`config.mk`:
```
export PLATFORM = sky130hd
export DESIGN_NAME = ring_queue_with_lookup_flat
export DESIGN_NICKNAME = d
export VERILOG_FILES = /design/src/design/rqwl_pkg.sv /design/src/design/rqwl_if.sv /design/src/design/rqwl_cell.sv /design/src/design/ring_queue_with_lookup.sv /design/src/flat_wrapper.sv
export SDC_FILE = /design/constraint.sdc
export NUM_CORES = 2
export LEC_CHECK = 0
export ABC_AREA = 1
export BUFFER_PORTS_ARGS = -buffer_cell sky130_fd_sc_hd__buf_4
export CAP_MARGIN = 20
export CORE_MARGIN = 2
export CORE_UTILIZATION = 60
export CTS_BUF_LIST = sky130_fd_sc_hd__clkbuf_4 sky130_fd_sc_hd__clkbuf_8
export CTS_CLUSTER_DIAMETER = 80
export DETAILED_ROUTE_END_ITERATION = 12
export PLACE_DENSITY_LB_ADDON = 0.15
export SLEW_MARGIN = 5
export SYNTH_ARGS = -nofsm -noshare
export SYNTH_HDL_FRONTEND = slang
export SYNTH_SLANG_ARGS = --single-unit
```
`constraint.sdc`:
```
create_clock -name clk_i -period 3.3 [get_ports clk_i]
set_input_delay 0.66 -clock clk_i [delete_from_list [all_inputs] [get_ports clk_i]]
set_output_delay 0.66 -clock clk_i [all_outputs]
set_load 0.01 [all_outputs]
```
`src/design/rqwl_pkg.sv`:
```
package rqwl_pkg;

  // Field widths fixed by the result word
  localparam int unsigned StatusW = 2;
  localparam int unsigned SlotW   = 4;
  localparam int unsigned CountW  = 4;

  typedef enum logic [1:0] {
    OpPush   = 2'd0,
    OpPop    = 2'd1,
    OpLookup = 2'd2,
    OpDrain  = 2'd3
  } op_e;

  typedef enum logic [StatusW-1:0] {
    StOk    = 2'd0,
    StFull  = 2'd1,
    StEmpty = 2'd2
  } status_e;

  // Per-cell write controls
  typedef struct packed {
    logic wr;
    logic clr;
  } cell_ctl_t;

endpackage

```
`src/design/rqwl_if.sv`:
```
interface rqwl_in_if #(
  parameter int unsigned RefW = 48
);
  logic            valid;
  logic            ready;
  logic [1:0]      opcode;
  logic [RefW-1:0] item_value;

  modport source (output valid, output opcode, output item_value, input ready);
  modport sink   (input valid, input opcode, input item_value, output ready);
endinterface

interface rqwl_out_if #(
  parameter int unsigned RefW = 48
);
  logic                         valid;
  logic                         ready;
  logic [rqwl_pkg::StatusW-1:0] status;
  logic [RefW-1:0]              out_value;
  logic [rqwl_pkg::SlotW-1:0]   slot_index;
  logic                         found;
  logic [rqwl_pkg::CountW-1:0]  entry_count;
  logic                         is_last;

  modport source (output valid, output status, output out_value, output slot_index,
                  output found, output entry_count, output is_last, input ready);
  modport sink   (input valid, input status, input out_value, input slot_index,
                  input found, input entry_count, input is_last, output ready);
endinterface

```
`src/design/rqwl_cell.sv`:
```
module rqwl_cell #(
  parameter int unsigned RefW = 48
) (
  input  logic                clk_i,
  input  logic                rst_ni,
  input  rqwl_pkg::cell_ctl_t ctl_i,
  input  logic [RefW-1:0]     wr_data_i,
  input  logic [RefW-1:0]     key_i,
  input  logic                hit_i,
  output logic                hit_o,
  output logic [RefW-1:0]     data_o
);

  logic [RefW-1:0] data_q;

  // Write on push, clear on pop; never both in one cycle
  always_ff @(posedge clk_i or negedge rst_ni) begin
    if (!rst_ni) begin
      data_q <= '0;
    end else if (ctl_i.wr) begin
      data_q <= wr_data_i;
    end else if (ctl_i.clr) begin
      data_q <= '0;
    end
  end

  // Extend the match chain from the previous cell
  assign hit_o  = hit_i | (data_q == key_i);
  assign data_o = data_q;

endmodule

```
`src/design/ring_queue_with_lookup.sv`:
```
// Channel  Dir  Word                                 Handshake
// in_i     in   opcode, item_value                   valid/ready, taken when both high
// out_o    out  status, out_value, slot_index,       valid/ready, taken when both high
//               found, entry_count, is_last
//
// Push, pop and lookup need no sequencing: the slot cells compare against the key
// in parallel and the result lands in the output register on the accepting edge.
// A drain of N live entries holds the input until the last word loads: the accepting
// edge loads the cursor, then N words follow one per free cycle via the cell read mux.
// A stalled out_o holds the output register and, with it, the input side.
// Reset (rst_ni low, asynchronous) empties the queue and nulls every slot.
module ring_queue_with_lookup #(
  parameter int unsigned DEPTH     = 16,
  parameter int unsigned REF_WIDTH = 48
) (
  input logic clk_i,
  input logic rst_ni,
  rqwl_in_if.sink    in_i,
  rqwl_out_if.source out_o
);

  localparam int unsigned PtrW = (DEPTH > 1) ? $clog2(DEPTH) : 1;

  typedef enum logic {
    StIdle,
    StDrain
  } state_e;

  state_e            state_q;
  logic [PtrW-1:0]   head_q;
  logic [PtrW-1:0]   tail_q;
  logic [PtrW-1:0]   cur_q;     // drain cursor
  logic [PtrW-1:0]   rem_q;     // drain words still to load
  logic [PtrW-1:0]   dcount_q;  // entries held when the drain began

  // Output register
  logic                          out_valid_q;
  rqwl_pkg::status_e             status_q;
  logic [REF_WIDTH-1:0]          value_q;
  logic [rqwl_pkg::SlotW-1:0]    slot_q;
  logic                          found_q;
  logic [rqwl_pkg::CountW-1:0]   count_q;
  logic                          last_q;

  logic                          out_valid_d;
  rqwl_pkg::status_e             status_d;
  logic [REF_WIDTH-1:0]          value_d;
  logic [rqwl_pkg::SlotW-1:0]    slot_d;
  logic                          found_d;
  logic [rqwl_pkg::CountW-1:0]   count_d;
  logic                          last_d;

  // Cell chain
  rqwl_pkg::cell_ctl_t  ctl    [DEPTH];
  logic [REF_WIDTH-1:0] cell_q [DEPTH];
  logic                 hit    [DEPTH+1];

  rqwl_pkg::op_e        op;
  logic                 out_free;
  logic                 in_acc;
  logic [PtrW-1:0]      head_nxt;
  logic                 full;
  logic                 empty;
  logic [PtrW-1:0]      len;
  logic [PtrW-1:0]      rd_addr;
  logic [REF_WIDTH-1:0] rd_data;
  logic                 drain_step;

  assign op       = rqwl_pkg::op_e'(in_i.opcode);
  assign out_free = !out_valid_q || out_o.ready;
  assign in_i.ready = (state_q == StIdle) && out_free;
  assign in_acc   = in_i.valid && in_i.ready;

  assign head_nxt = head_q + PtrW'(1);
  assign full     = (head_nxt == tail_q);
  assign empty    = (head_q == tail_q);
  assign len      = head_q - tail_q;

  // One read port: drain cursor while draining, tail otherwise
  assign rd_addr = (state_q == StDrain) ? cur_q : tail_q;
  assign rd_data = cell_q[rd_addr];

  assign drain_step = (state_q == StDrain) && out_free;

  assign hit[0] = 1'b0;

  for (genvar i = 0; i < DEPTH; i++) begin : g_cell
    always_comb begin
      ctl[i].wr  = in_acc && (op == rqwl_pkg::OpPush) && !full && (head_q == PtrW'(i));
      ctl[i].clr = in_acc && (op == rqwl_pkg::OpPop) && (tail_q == PtrW'(i));
    end

    rqwl_cell #(
      .RefW(REF_WIDTH)
    ) u_cell (
      .clk_i    (clk_i),
      .rst_ni   (rst_ni),
      .ctl_i    (ctl[i]),
      .wr_data_i(in_i.item_value),
      .key_i    (in_i.item_value),
      .hit_i    (hit[i]),
      .hit_o    (hit[i+1]),
      .data_o   (cell_q[i])
    );
  end

  // Next content of the output register; drop the word once taken
  always_comb begin
    out_valid_d = out_valid_q && !out_o.ready;
    status_d    = status_q;
    value_d     = value_q;
    slot_d      = slot_q;
    found_d     = found_q;
    count_d     = count_q;
    last_d      = last_q;
    if (in_acc) begin
      // Fields with no meaning for the operation read as zero; is_last reads as one
      status_d = rqwl_pkg::StOk;
      value_d  = '0;
      slot_d   = '0;
      found_d  = 1'b0;
      count_d  = '0;
      last_d   = 1'b1;
      unique case (op)
        rqwl_pkg::OpPush: begin
          out_valid_d = 1'b1;
          if (full) begin
            status_d = rqwl_pkg::StFull;
          end else begin
            slot_d = rqwl_pkg::SlotW'(head_nxt);
          end
        end
        rqwl_pkg::OpPop: begin
          // Read the tail slot even when empty
          out_valid_d = 1'b1;
          value_d     = rd_data;
          if (empty) begin
            status_d = rqwl_pkg::StEmpty;
          end
        end
        rqwl_pkg::OpLookup: begin
          out_valid_d = 1'b1;
          found_d     = hit[DEPTH];
        end
        rqwl_pkg::OpDrain: begin
          // Only an empty drain answers here; otherwise the cursor loads the words
          if (empty) begin
            out_valid_d = 1'b1;
            status_d    = rqwl_pkg::StEmpty;
          end
        end
        default: begin
          out_valid_d = 1'b1;
        end
      endcase
    end else if (drain_step) begin
      // Load one live entry a cycle while out_o is free, wrapping with the cursor
      out_valid_d = 1'b1;
      status_d    = rqwl_pkg::StOk;
      value_d     = rd_data;
      slot_d      = rqwl_pkg::SlotW'(cur_q);
      found_d     = 1'b0;
      count_d     = rqwl_pkg::CountW'(dcount_q);
      last_d      = (rem_q == PtrW'(1));
    end
  end

  // Sequencer, pointers and output register
  always_ff @(posedge clk_i or negedge rst_ni) begin
    if (!rst_ni) begin
      state_q     <= StIdle;
      head_q      <= '0;
      tail_q      <= '0;
      cur_q       <= '0;
      rem_q       <= '0;
      dcount_q    <= '0;
      out_valid_q <= 1'b0;
      status_q    <= rqwl_pkg::StOk;
      value_q     <= '0;
      slot_q      <= '0;
      found_q     <= 1'b0;
      count_q     <= '0;
      last_q      <= 1'b0;
    end else begin
      out_valid_q <= out_valid_d;
      status_q    <= status_d;
      value_q     <= value_d;
      slot_q      <= slot_d;
      found_q     <= found_d;
      count_q     <= count_d;
      last_q      <= last_d;

      if (in_acc) begin
        unique case (op)
          rqwl_pkg::OpPush: begin
            if (!full) begin
              head_q <= head_nxt;
            end
          end
          rqwl_pkg::OpPop: begin
            // Hold tail when empty
            if (!empty) begin
              tail_q <= tail_q + PtrW'(1);
            end
          end
          rqwl_pkg::OpLookup: ;
          rqwl_pkg::OpDrain: begin
            // Reset pointers at once; slot contents stay
            head_q <= '0;
            tail_q <= '0;
            if (!empty) begin
              state_q  <= StDrain;
              cur_q    <= tail_q;
              rem_q    <= len;
              dcount_q <= len;
            end
          end
          default: ;
        endcase
      end else if (drain_step) begin
        cur_q <= cur_q + PtrW'(1);
        rem_q <= rem_q - PtrW'(1);
        if (rem_q == PtrW'(1)) begin
          state_q <= StIdle;
        end
      end
    end
  end

  assign out_o.valid       = out_valid_q;
  assign out_o.status      = status_q;
  assign out_o.out_value   = value_q;
  assign out_o.slot_index  = slot_q;
  assign out_o.found       = found_q;
  assign out_o.entry_count = count_q;
  assign out_o.is_last     = last_q;

`ifndef SYNTH
  a_drain_rem_nonzero: assert property (@(posedge clk_i) disable iff (!rst_ni)
    (state_q == StDrain) |-> (rem_q != '0))
    else $error("drain active with nothing left to emit");

  a_drain_clears_ptrs: assert property (@(posedge clk_i) disable iff (!rst_ni)
    (in_acc && (op == rqwl_pkg::OpDrain)) |=> ((head_q == '0) && (tail_q == '0)))
    else $error("pointers not reset after drain");

  a_drain_last_word: assert property (@(posedge clk_i) disable iff (!rst_ni)
    (drain_step && (rem_q == PtrW'(1))) |=> (out_valid_q && last_q && (state_q == StIdle)))
    else $error("final drain word not marked last");

  a_push_advances_head: assert property (@(posedge clk_i) disable iff (!rst_ni)
    (in_acc && (op == rqwl_pkg::OpPush) && !full) |=> (head_q == $past(head_nxt)))
    else $error("head did not advance on push");
`endif

endmodule

```
`src/flat_wrapper.sv`:
```
// flat-port wrapper written by rule: the top's interface ports become plain ports
module ring_queue_with_lookup_flat 
#(
  parameter int unsigned DEPTH     = 16,
  parameter int unsigned REF_WIDTH = 48
)
  (clk_i, rst_ni, in_i_valid, in_i_opcode, in_i_item_value, in_i_ready, out_o_valid, out_o_status, out_o_out_value, out_o_slot_index, out_o_found, out_o_entry_count, out_o_is_last, out_o_ready);
  rqwl_in_if #(.RefW((48))) in_i_i ();
  rqwl_out_if #(.RefW((48))) out_o_i ();
  input logic clk_i;
  input logic rst_ni;
  input wire logic [$bits(in_i_i.valid)-1:0] in_i_valid;
  input wire logic [$bits(in_i_i.opcode)-1:0] in_i_opcode;
  input wire logic [$bits(in_i_i.item_value)-1:0] in_i_item_value;
  output wire logic [$bits(in_i_i.ready)-1:0] in_i_ready;
  output wire logic [$bits(out_o_i.valid)-1:0] out_o_valid;
  output wire logic [$bits(out_o_i.status)-1:0] out_o_status;
  output wire logic [$bits(out_o_i.out_value)-1:0] out_o_out_value;
  output wire logic [$bits(out_o_i.slot_index)-1:0] out_o_slot_index;
  output wire logic [$bits(out_o_i.found)-1:0] out_o_found;
  output wire logic [$bits(out_o_i.entry_count)-1:0] out_o_entry_count;
  output wire logic [$bits(out_o_i.is_last)-1:0] out_o_is_last;
  input wire logic [$bits(out_o_i.ready)-1:0] out_o_ready;
  assign in_i_i.valid = in_i_valid;
  assign in_i_i.opcode = in_i_opcode;
  assign in_i_i.item_value = in_i_item_value;
  assign in_i_ready = in_i_i.ready;
  assign out_o_valid = out_o_i.valid;
  assign out_o_status = out_o_i.status;
  assign out_o_out_value = out_o_i.out_value;
  assign out_o_slot_index = out_o_i.slot_index;
  assign out_o_found = out_o_i.found;
  assign out_o_entry_count = out_o_i.entry_count;
  assign out_o_is_last = out_o_i.is_last;
  assign out_o_i.ready = out_o_ready;
  ring_queue_with_lookup #(.DEPTH(DEPTH), .REF_WIDTH(REF_WIDTH)) u_core (.clk_i(clk_i), .rst_ni(rst_ni), .in_i(in_i_i), .out_o(out_o_i));
endmodule
```
==> impl_metrics.csv <==
group,metric,value,unit
status,status,"complete, no violations",
setup_path,cp-start-kind,"flip-flop",
global_routing,antenna_found_initial,6,
pwr,clockPowerShare,21.0,%
yosys,syn-num-nets,6400,
sta,fmax,368,MHz
setup_path,crit_buf_inv,3,
pwr,combPwrFrac,46.4,%
die,start_util,60.7,%
final_layout,drive_gt1_share,10.0,%
yosys,syn_inst,6331,
yosys,syn_area_per_cell,7.72,sq um
yosys,yosysMostFrequentCell,"nand2_1",
yosys,ys_types,39,
setup_path,path_delay_family,"simple AND/OR/NAND/NOR gates",
yosys,synth_top_area_cell,"dfrtp_1",
pwr,internal-power,27.1,mW
cts,cts_tree,"built",
yosys,synth_top_area_share,43.5,%
routing,routed_wirelength,186000,um
cts,cts-root-buf,"clkbuf_8",
cts,htreeDepth,4,
setup_path,cp.required,3990,ps
die,num_rows,104,
setup_path,cp.arrival,3410,ps
die,fp.coreArea,80500,sq um
global_routing,grt_pass1_wl,278000,um
pwr,p_per_area,904,nW/um^2
setup_path,path_cells,"inv_1 > ha_1 > nor2_1 > nor2_1 > nand4_1 > nand2_2 > inv_4 > nand2_2 > nand2_1 > buf_4 > o22ai_1",
yosys,yosysSeqAreaShare,43.5,%
place,pre_cts_ws,383,ps
final_layout,fin_nets,6330,
pwr,p_leak,24.8,nW
die,die_area,83800,sq um
yosys,synth-seq-cells,850,
sta,fin_crit_sh,82.3,%
yosys,synthTopCellsByArea,"dfrtp_1 44%, nand2_1 11%, xnor2_1 6.8%, o22ai_1 6.2%, nand3_1 5.4%",
run,maxCapViolations,0,
die,die_w,289,um
setup_path,max_stage_delay,450,ps
cts,cts_setup_buffers,0,
yosys,synth_commonest_cells,"1419 x nand2_1, 850 x dfrtp_1, 555 x inv_1",
sta,skew,34.3,ps
global_routing,grt_use_total,44.3,%
sta,slew_headroom,37.7,%
hold_path,hold_class,"input port to flip-flop",
cts,cts_buffers,150,
cts,clock-sinks,850,
sta,rsz0062_at_grt,"no",
yosys,ys.flop_type,"dfrtp_1",
yosys,synth_warnings,0,
sta,finalWorstSetupSlack,583,ps
place,globalplace.congestion,1.06,
yosys,async_reset_ff_share,100,%
die,num_io_pins,116,
pwr,power_frac_seq,32.7,%
setup_path,crit_start,"u_core.head_q[1]$_DFFE_PN0P_",
sta,hold_ws,136,ps
sta,finalCriticalPeriod,2720,ps
sta,final_hold_viol_count,0,
die,die-height,289,um
hold_path,min_from,"in_i_opcode[0]",
yosys,synth_area,48900,sq um
sta,tns,0,ps
routing,wl_per_cell,25.1,um
yosys,synth_edf_count,0,
routing,drt_iter0_drc,6475,
sta,setup_viol,0,
cts,clockBufferDepth,3,
global_routing,grt-ovfl-total,0,
final_layout,syn_to_final_growth,10.0,%
global_routing,first_global_vias,44922,
pwr,sw_frac_of_total,44.4,%
final_layout,fin_area,53800,sq um
routing,vias,47779,
place,place_hpwl,126000,um
setup_path,cp_max_fo,19,
routing,post-route-drc-count,0,
final_layout,fillerInstances,6993,
global_routing,grt_max_degree,97,
routing,post_drt_via_cell_ratio,6.44,
cts,clk_pin_slew,60,ps
place,io_buffer_count,115,
setup_path,worstReg2RegStart,"u_core.head_q[1]$_DFFE_PN0P_",
final_layout,largest_reg_flops,768,
setup_path,crit_slowest_cell,"dfrtp_1",
cts,clk_latency,850,ps
final_layout,post-route-util,66.8,%
sta,worst_slew_pin_slew,934,ps
sta,final_max_slew_viol_count,0,
routing,firstDrtPassIters,9,
setup_path,critPathKind,"flip-flop to flip-flop",
place,placed_area,50700,sq um
setup_path,endpoint_kind,"flip-flop",
routing,detail-route-antenna-nets,0,
pwr,vdd_ir_drop_max,1030,uV
pwr,p_switching,21.6,mW
cts,cts_resized,0,
==> through the flow <==
step           power, mW  cells
3_3_place_gp        37.3   7168
3_5_place_dp        37.8   7168
6_report            48.6   7422
4_1_cts             48.0   7420
5_1_grt             51.4   7422
2_1_floorplan       30.3   6331
==> cells by family (layout without fill, tap and decap cells) <==
group | count (synthesis) | count (layout) | share of synthesized area, %
other | 0 | 2 | 0
adders and majority gates | 15 | 15 | 0.399
and+or+nand+nor | 2417 | 2417 | 21.0
AOI/OAI and AO/OA | 1538 | 1538 | 18.3
buffers and inverters | 1122 | 1151 | 9.79
xor gates and xnor gates | 389 | 389 | 6.97
DFF | 850 | 850 | 43.5
==> metal layers <==
layer,global-route usage [%],vias to the layer above,wire length [um]
li1,-,21186,-
met1,60.8,22962,73100
met2,64.9,3072,80400
met3,11.6,553,22200
met4,22.7,6,10300
met5,0,-,40
==> worst min-delay path: stages <==
cell and delay [ps]:
buf_4 100, nor2_1 40, nand2_1 60, o21ai_0 80
==> worst paths after layout <==
check / end / depth (start not counted) / slack, ps
worst max register to register: u_core.g_cell[14].u_cell.data_o[4]$_DFFE_PN0P_ / 11 / 580
worst min-delay path: u_core.out_o.status[0]$_DFFE_PN0P_ / 4 / 140
min in group asynchronous: u_core.out_o.is_last$_DFFE_PN0P_ / 2 / 450
max in group asynchronous: u_core.g_cell[6].u_cell.data_o[4]$_DFFE_PN0P_ / 3 / 1810
worst max-delay path: u_core.g_cell[14].u_cell.data_o[4]$_DFFE_PN0P_ / 11 / 580
worst min register to register: u_core.out_o.out_value[1]$_DFFE_PN0P_ / 2 / 490
==> cell type report <==
| type | count | area, sq um | share of cell area (%) |
|---|---|---|---|
| clock inverter | 20 | 128 | 0.237 |
| tap | 1060 | 1330 | 2.47 |
| inverter | 572 | 2150 | 4.00 |
| antenna | 2 | 5.00 | 0.00931 |
| timing repair buffer | 328 | 3050 | 5.67 |
| sequential | 850 | 21300 | 39.5 |
| clock buffer | 231 | 2900 | 5.39 |
| multi-input combinational | 4359 | 23000 | 42.7 |
==> power groups by stage <==
stage / combinational [mW] / sequential, mW / clock (mW)
global route: 24.5 / 16.2 / 10.7
CTS: 22.0 / 15.8 / 10.2
floorplan: 14.8 / 15.5 / 0
finish: 22.6 / 15.9 / 10.2
detailed placement: 21.9 / 15.9 / 0
global placement: 21.5 / 15.8 / 0
==> placed cells by master (no fill, tap or decap), drive strengths merged, types with 3 or more instances in the layout <==
cell	instances
nor3	7
xnor2	380
o22ai	481
clkbuf	231
a21oi	290
inv	568
clkinv	20
a2bb2oi	3
o21ai	514
nand2	1430
dfrtp	850
clkinvlp	4
buf	327
nand4	173
xor2	9
o211ai	195
o31ai	48
nor2	274
nand3	530
ha	14
==> timing repair <==
item / in CTS / in global routing
hold buffers: 1 / 0
setup endpoints to repair: 0 / 0
hold endpoints to repair: 29 / 0
(Power assumes the default switching activity.)
